--- src/sv/lrk4_pkg.sv ---
`timescale 1ns / 1ps
`default_nettype none
package lrk4_pkg;

   localparam int COORD_W    = 48;
   localparam int WIDE_W     = 64;
   localparam int STEP_W     = 32;
   localparam int DT_W       = 36;
   localparam int REQ_DATA_W = 144;
   localparam int RSP_DATA_W = 176;

   localparam logic signed [63:0] WIDE_MAX = 64'sh3FFF_FFFF_FFFF_FFFF;
   localparam logic signed [63:0] WIDE_MIN = 64'shC000_0000_0000_0000;

   localparam logic [2:0] DIV_BY_2 = 3'd2;
   localparam logic [2:0] DIV_BY_3 = 3'd3;
   localparam logic [2:0] DIV_BY_6 = 3'd6;

   typedef enum logic [4:0] {
      OP_NONE,
      OP_LOAD,
      OP_INIT,
      OP_DX,
      OP_MXZ,
      OP_DY,
      OP_DIV3,
      OP_MXY,
      OP_DZ,
      OP_ACC,
      OP_MKD,
      OP_HALF,
      OP_PT,
      OP_MSD,
      OP_DIV6,
      OP_POS,
      OP_PUB
   } dp_op_type;

   typedef struct packed {
      dp_op_type  op;
      logic       start;
      logic [1:0] comp;
      logic [1:0] stage;
   } dp_cmd_type;

   typedef struct packed {
      logic mul_done;
      logic div_done;
   } dp_status_type;

   typedef enum logic [15:0] {
      ST_IDLE = 16'h0001,
      ST_INIT = 16'h0002,
      ST_DX   = 16'h0004,
      ST_MXZ  = 16'h0008,
      ST_DY   = 16'h0010,
      ST_DIV3 = 16'h0020,
      ST_MXY  = 16'h0040,
      ST_DZ   = 16'h0080,
      ST_ACC  = 16'h0100,
      ST_MKD  = 16'h0200,
      ST_HALF = 16'h0400,
      ST_PT   = 16'h0800,
      ST_MSD  = 16'h1000,
      ST_DIV6 = 16'h2000,
      ST_POS  = 16'h4000,
      ST_PUB  = 16'h8000
   } ctl_state_type;

endpackage
`default_nettype wire

--- src/sv/lrk4_ctrl.sv ---
`timescale 1ns / 1ps
`default_nettype none
module lrk4_ctrl (
   input  wire logic                     clock,
   input  wire logic                     reset,
   input  wire logic                     in_valid,
   input  wire logic                     in_is_load,
   output logic                          in_ready,
   input  wire logic                     out_ready,
   output logic                          out_valid,
   output lrk4_pkg::dp_cmd_type          cmd,
   input  wire lrk4_pkg::dp_status_type  status
);

   lrk4_pkg::ctl_state_type state_ff, state_in;
   logic [1:0] stage_ff, stage_in;
   logic [1:0] comp_ff, comp_in;
   logic       issued_ff;
   logic       rsp_valid_ff;
   logic       unit_state;
   logic       unit_done;
   logic       pub_fire;

   assign unit_done  = status.mul_done | status.div_done;
   assign unit_state = (state_ff == lrk4_pkg::ST_MXZ) || (state_ff == lrk4_pkg::ST_DIV3) ||
                       (state_ff == lrk4_pkg::ST_MXY) || (state_ff == lrk4_pkg::ST_MKD) ||
                       (state_ff == lrk4_pkg::ST_HALF) || (state_ff == lrk4_pkg::ST_MSD) ||
                       (state_ff == lrk4_pkg::ST_DIV6);

   always_comb begin
      state_in  = state_ff;
      stage_in  = stage_ff;
      comp_in   = comp_ff;
      pub_fire  = 1'b0;
      cmd.op    = lrk4_pkg::OP_NONE;
      cmd.comp  = comp_ff;
      cmd.stage = stage_ff;
      unique case (state_ff)
         lrk4_pkg::ST_IDLE: begin
            if (in_valid) begin
               if (in_is_load) begin
                  cmd.op   = lrk4_pkg::OP_LOAD;
                  state_in = lrk4_pkg::ST_PUB;
               end else begin
                  state_in = lrk4_pkg::ST_INIT;
               end
            end
         end
         lrk4_pkg::ST_INIT: begin
            cmd.op   = lrk4_pkg::OP_INIT;
            stage_in = 2'd0;
            comp_in  = 2'd0;
            state_in = lrk4_pkg::ST_DX;
         end
         lrk4_pkg::ST_DX: begin
            cmd.op   = lrk4_pkg::OP_DX;
            state_in = lrk4_pkg::ST_MXZ;
         end
         lrk4_pkg::ST_MXZ: begin
            cmd.op = lrk4_pkg::OP_MXZ;
            if (unit_done) state_in = lrk4_pkg::ST_DY;
         end
         lrk4_pkg::ST_DY: begin
            cmd.op   = lrk4_pkg::OP_DY;
            state_in = lrk4_pkg::ST_DIV3;
         end
         lrk4_pkg::ST_DIV3: begin
            cmd.op = lrk4_pkg::OP_DIV3;
            if (unit_done) state_in = lrk4_pkg::ST_MXY;
         end
         lrk4_pkg::ST_MXY: begin
            cmd.op = lrk4_pkg::OP_MXY;
            if (unit_done) state_in = lrk4_pkg::ST_DZ;
         end
         lrk4_pkg::ST_DZ: begin
            cmd.op   = lrk4_pkg::OP_DZ;
            state_in = lrk4_pkg::ST_ACC;
         end
         lrk4_pkg::ST_ACC: begin
            cmd.op   = lrk4_pkg::OP_ACC;
            comp_in  = 2'd0;
            state_in = (stage_ff == 2'd3) ? lrk4_pkg::ST_MSD : lrk4_pkg::ST_MKD;
         end
         lrk4_pkg::ST_MKD: begin
            cmd.op = lrk4_pkg::OP_MKD;
            if (unit_done) begin
               state_in = stage_ff[1] ? lrk4_pkg::ST_PT : lrk4_pkg::ST_HALF;
            end
         end
         lrk4_pkg::ST_HALF: begin
            cmd.op = lrk4_pkg::OP_HALF;
            if (unit_done) state_in = lrk4_pkg::ST_PT;
         end
         lrk4_pkg::ST_PT: begin
            cmd.op = lrk4_pkg::OP_PT;
            if (comp_ff == 2'd2) begin
               comp_in  = 2'd0;
               stage_in = stage_ff + 2'd1;
               state_in = lrk4_pkg::ST_DX;
            end else begin
               comp_in  = comp_ff + 2'd1;
               state_in = lrk4_pkg::ST_MKD;
            end
         end
         lrk4_pkg::ST_MSD: begin
            cmd.op = lrk4_pkg::OP_MSD;
            if (unit_done) state_in = lrk4_pkg::ST_DIV6;
         end
         lrk4_pkg::ST_DIV6: begin
            cmd.op = lrk4_pkg::OP_DIV6;
            if (unit_done) state_in = lrk4_pkg::ST_POS;
         end
         lrk4_pkg::ST_POS: begin
            cmd.op = lrk4_pkg::OP_POS;
            if (comp_ff == 2'd2) begin
               state_in = lrk4_pkg::ST_PUB;
            end else begin
               comp_in  = comp_ff + 2'd1;
               state_in = lrk4_pkg::ST_MSD;
            end
         end
         lrk4_pkg::ST_PUB: begin
            if (!rsp_valid_ff || out_ready) begin
               cmd.op   = lrk4_pkg::OP_PUB;
               pub_fire = 1'b1;
               state_in = lrk4_pkg::ST_IDLE;
            end
         end
         default: begin
            state_in = lrk4_pkg::ST_IDLE;
         end
      endcase
      cmd.start = unit_state && !issued_ff;
   end

   always_ff @(posedge clock) begin
      if (reset) begin
         state_ff     <= lrk4_pkg::ST_IDLE;
         stage_ff     <= 2'd0;
         comp_ff      <= 2'd0;
         issued_ff    <= 1'b0;
         rsp_valid_ff <= 1'b0;
      end else begin
         state_ff <= state_in;
         stage_ff <= stage_in;
         comp_ff  <= comp_in;
         if (unit_done) begin
            issued_ff <= 1'b0;
         end else if (cmd.start) begin
            issued_ff <= 1'b1;
         end
         if (pub_fire) begin
            rsp_valid_ff <= 1'b1;
         end else if (out_ready) begin
            rsp_valid_ff <= 1'b0;
         end
      end
   end

   assign in_ready  = state_ff == lrk4_pkg::ST_IDLE;
   assign out_valid = rsp_valid_ff;

endmodule
`default_nettype wire

--- config.mk ---
export PLATFORM = sky130hd
export DESIGN_NAME = lrk4_ctrl
export DESIGN_NICKNAME = d
export VERILOG_FILES = /design/src/sv/lrk4_pkg.sv /design/src/sv/lrk4_ctrl.sv
export SDC_FILE = /design/constraint.sdc
export NUM_CORES = 1
export LEC_CHECK = 0
export BUFFER_PORTS_ARGS = -buffer_cell sky130_fd_sc_hd__buf_2
export CORE_MARGIN = 3
export CORE_UTILIZATION = 55
export DETAILED_ROUTE_END_ITERATION = 12
export PLACE_DENSITY_LB_ADDON = 0.25
export SLEW_MARGIN = 20
export SYNTH_ARGS = -nofsm -noshare
export SYNTH_HDL_FRONTEND = slang
export SYNTH_SLANG_ARGS = --single-unit
--- constraint.sdc ---
create_clock -name clock -period 4.8 [get_ports clock]
set_input_delay 0.96 -clock clock [delete_from_list [all_inputs] [get_ports clock]]
set_output_delay 0.96 -clock clock [all_outputs]
set_load 0.05 [all_outputs]
==> impl_metrics.json <==
{
  "postCtsSetupRepairBufs": 0,
  "clk_latency_ns": 0.31,
  "die-area_um2": 3590,
  "tns_ns": 0,
  "ir_drop_mv": 0.192,
  "skew_ns": 0.00503,
  "synth_top_area_cell": "dfxtp_1",
  "fmax_mhz": 267,
  "setup_slack_ns": 1.05,
  "die_x_um": 59.9,
  "grt_pass1_vias": 1485,
  "clk_pin_slew_ns": 0.13,
  "cts_buffers": 3,
  "synth_edf_count": 0,
  "cp-start-kind": "register",
  "cts.repair.resized": 0,
  "grt-ovfl-total": 0,
  "synth_flop_cell": "dfxtp_1",
  "routed_wl_um": 4310,
  "drtIter0Drc": 196,
  "reg2reg_depth": 6,
  "floorplan.core_area_um2": 2610,
  "die_h_um": 59.9,
  "synth-adder-area-share_pct": 3.13,
  "finalCriticalPeriod_ns": 3.75,
  "synth_compound_area_share_pct": 17.8,
  "worstReg2RegEnd": "state_ff[0]",
  "min_period_over_period_pct": 78.1,
  "r2r_start": "state_ff[4]",
  "syn_area_um2": 1600,
  "postRouteAntennaNets": 0,
  "muxShareOfSynthArea_pct": 1.25,
  "hold_buffers": 0,
  "grtUsageTotal_pct": 26.3,
  "drive_gt1_share_pct": 17.3,
  "cap_viol_max_count": 0,
  "start_util_pct": 61.1,
  "clk_path_buf_depth": 2,
  "maxSlewViolCount": 0,
  "arrival_ns": 2.79,
  "io_buffers": 18,
  "stdcell_area_um2": 1690,
  "synth_top_family_by_area": "simple AND/OR/NAND/NOR gates",
  "cts.sinks": 22,
  "grt_pass1_wl_um": 7110,
  "setup-violations-final": 0,
  "wl_per_cell_um": 17.7,
  "end_kind": "output pin",
  "h-tree-depth": 1,
  "rsz0062_at_grt": "false",
  "remaining_drc_errors": 0,
  "hp-class": "reg2reg",
  "min_path_cells": 2,
  "r2r_slack_ns": 2.00,
  "slew_headroom_pct": 28.3,
  "syn-num-nets": 220,
  "place_area_um2": 1650,
  "synth-simple-area-share_pct": 39.2,
  "leakagePower_uw": 0.000683,
  "synth_area_leaders": "dfxtp_1, nor2_1, nand3_1",
  "dr_total_vias": 1691,
  "seq_area_frac_synth_pct": 27.6,
  "cp.required_ns": 3.84,
  "ios": 19,
  "async_reset_ff_share_pct": 0,
  "ys_warn_count": 0,
  "hp-start": "issued_ff",
  "status": "complete, no violations",
  "gp_congestion": 0.964,
  "cts_root_buf": "clkbuf_4",
  "cts_tree": "yes",
  "synth.avg_cell_area_um2": 7.64,
  "drt-vias-per-instance": 6.93,
  "ys_types": 51,
  "post-dp-hpwl_um": 3210,
  "worstSetupPathType": "reg2out",
  "yosys_register_bits": 22,
  "synth_xor_area_share_pct": 4.94,
  "dp_slack_ns": 1.54,
  "row_count": 18,
  "diodes": 0,
  "finalHoldViolations": 0,
  "antenna_found_initial": 0,
  "dr.pass1.iters": 5,
  "fin_nets": 226,
  "path_max_fanout": 10,
  "netlist.area_leader.share_pct": 27.6,
  "syn_inst": 209,
  "p_per_area_nw_per_um2": 249,
  "hold_end": "issued_ff",
  "syn2layout_area_growth_pct": 5.56,
  "worst_slew_pin_slew_ns": 1.07,
  "grt_max_degree": 23
}
[layout by cell type (no fill, tap or decap), types with 2 or more instances in the layout]
| master | netlist | final |
|---|---|---|
| ha_1 | 4 | 4 |
| o21ai_0 | 9 | 9 |
| nor2_2 | 2 | 2 |
| nand2_1 | 10 | 10 |
| nor3_1 | 12 | 12 |
| nand3_1 | 15 | 15 |
| nand2b_1 | 3 | 3 |
| a31oi_1 | 2 | 2 |
| inv_1 | 6 | 6 |
| nand4_1 | 7 | 7 |
| or4_1 | 6 | 6 |
| and3_1 | 2 | 2 |
| a21oi_1 | 9 | 9 |
| nor3b_1 | 2 | 2 |
| o31ai_1 | 2 | 2 |
| dfxtp_1 | 22 | 22 |
| mux2i_1 | 2 | 2 |
| clkbuf_4 | 0 | 3 |
| xnor2_1 | 5 | 5 |
| nor2_1 | 25 | 25 |
| or4b_2 | 3 | 3 |
| nor4_1 | 11 | 11 |
| xor2_1 | 4 | 4 |
| nor2b_1 | 4 | 4 |
| buf_2 | 3 | 18 |
[synthesized netlist by cell type, types with 2 or more instances]
master and number:
o21ai_0 9, nor4_1 11, nand3_1 15, a21oi_1 9
nand2b_1 3, xnor2_1 5, or4_1 6, nor2_2 2
ha_1 4, nor3b_1 2, nand4_1 7, and3_1 2
inv_1 6, clkbuf_1 13, nor2b_1 4, nor3_1 12
o31ai_1 2, or4b_2 3, nand2_1 10, a31oi_1 2
buf_2 3, mux2i_1 2, nor2_1 25, xor2_1 4
dfxtp_1 22
[logic make-up after synthesis]
family	count (synthesis)
AOI/OAI and AO/OA	39
xor gates and xnor gates	9
adders and majority gates	4
buffers and inverters	23
DFF	22
muxes	2
and+or+nand+nor	110
[per-stage QoR]
step | util, % | hold WS, ns | total power, uW | cells
after floorplan | - | 0.443 | 287 | 209
after global placement | 63.1 | 0.457 | 315 | 240
after detailed placement | 63.1 | 0.462 | 316 | 240
after CTS | 64.5 | 0.479 | 419 | 244
after global routing | 64.5 | 0.516 | 440 | 244
final | 64.5 | 0.472 | 420 | 244
[flip-flops by register name (all words and copies together), names as in the netlist]
| register | cells |
|---|---|
| comp_ff | 2 |
| issued_ff | 1 |
| out_valid | 1 |
| stage_ff | 2 |
| state_ff | 16 |
[critical path: stages, from the launching register on]
cell	delay, ns
dfxtp_1	0.42
nor4_1	0.94
nand2_1	0.27
nor2_1	0.35
or4_2	0.23
buf_2	0.27
[layout make-up]
| class | count | area (um2) |
|---|---|---|
| Multi-Input combinational cell | 164 | 1060 |
| Fill cell | 234 | 927 |
| Sequential cell | 22 | 440 |
| Timing Repair Buffer | 18 | 90.1 |
| Tap cell | 30 | 37.5 |
| Clock buffer | 4 | 36.3 |
| Inverter | 6 | 22.5 |
[per-layer routing]
metal / routed length [um] / global-route usage [%]
met1: 1830 / 36.8
met2: 1930 / 39.8
met3: 449 / 5.62
met4: 108 / 8.54
met5: 0 / 0
[power breakdown]
group          leakage [uW]  internal [uW]  switching [uW]
combinational      0.000484           33.9            87.5
clock             0.0000210           46.3            58.0
sequential         0.000178            187            8.04
total              0.000683            267             154
[how the worst max path moves through the flow]
stage / startpoint / to / slack, ns / cells past startpoint
6_report: state_ff[3] / cmd[8] / 1.05 / 5
5_1_grt: state_ff[12] / cmd[5] / 0.96 / 6
4_1_cts: state_ff[3] / cmd[4] / 1.18 / 6
3_5_place_dp: state_ff[3] / cmd[4] / 1.54 / 6
3_3_place_gp: state_ff[3] / cmd[4] / 1.54 / 6
2_1_floorplan: state_ff[12] / cmd[5] / 0.86 / 6
Power figures use the tool's default switching activity.
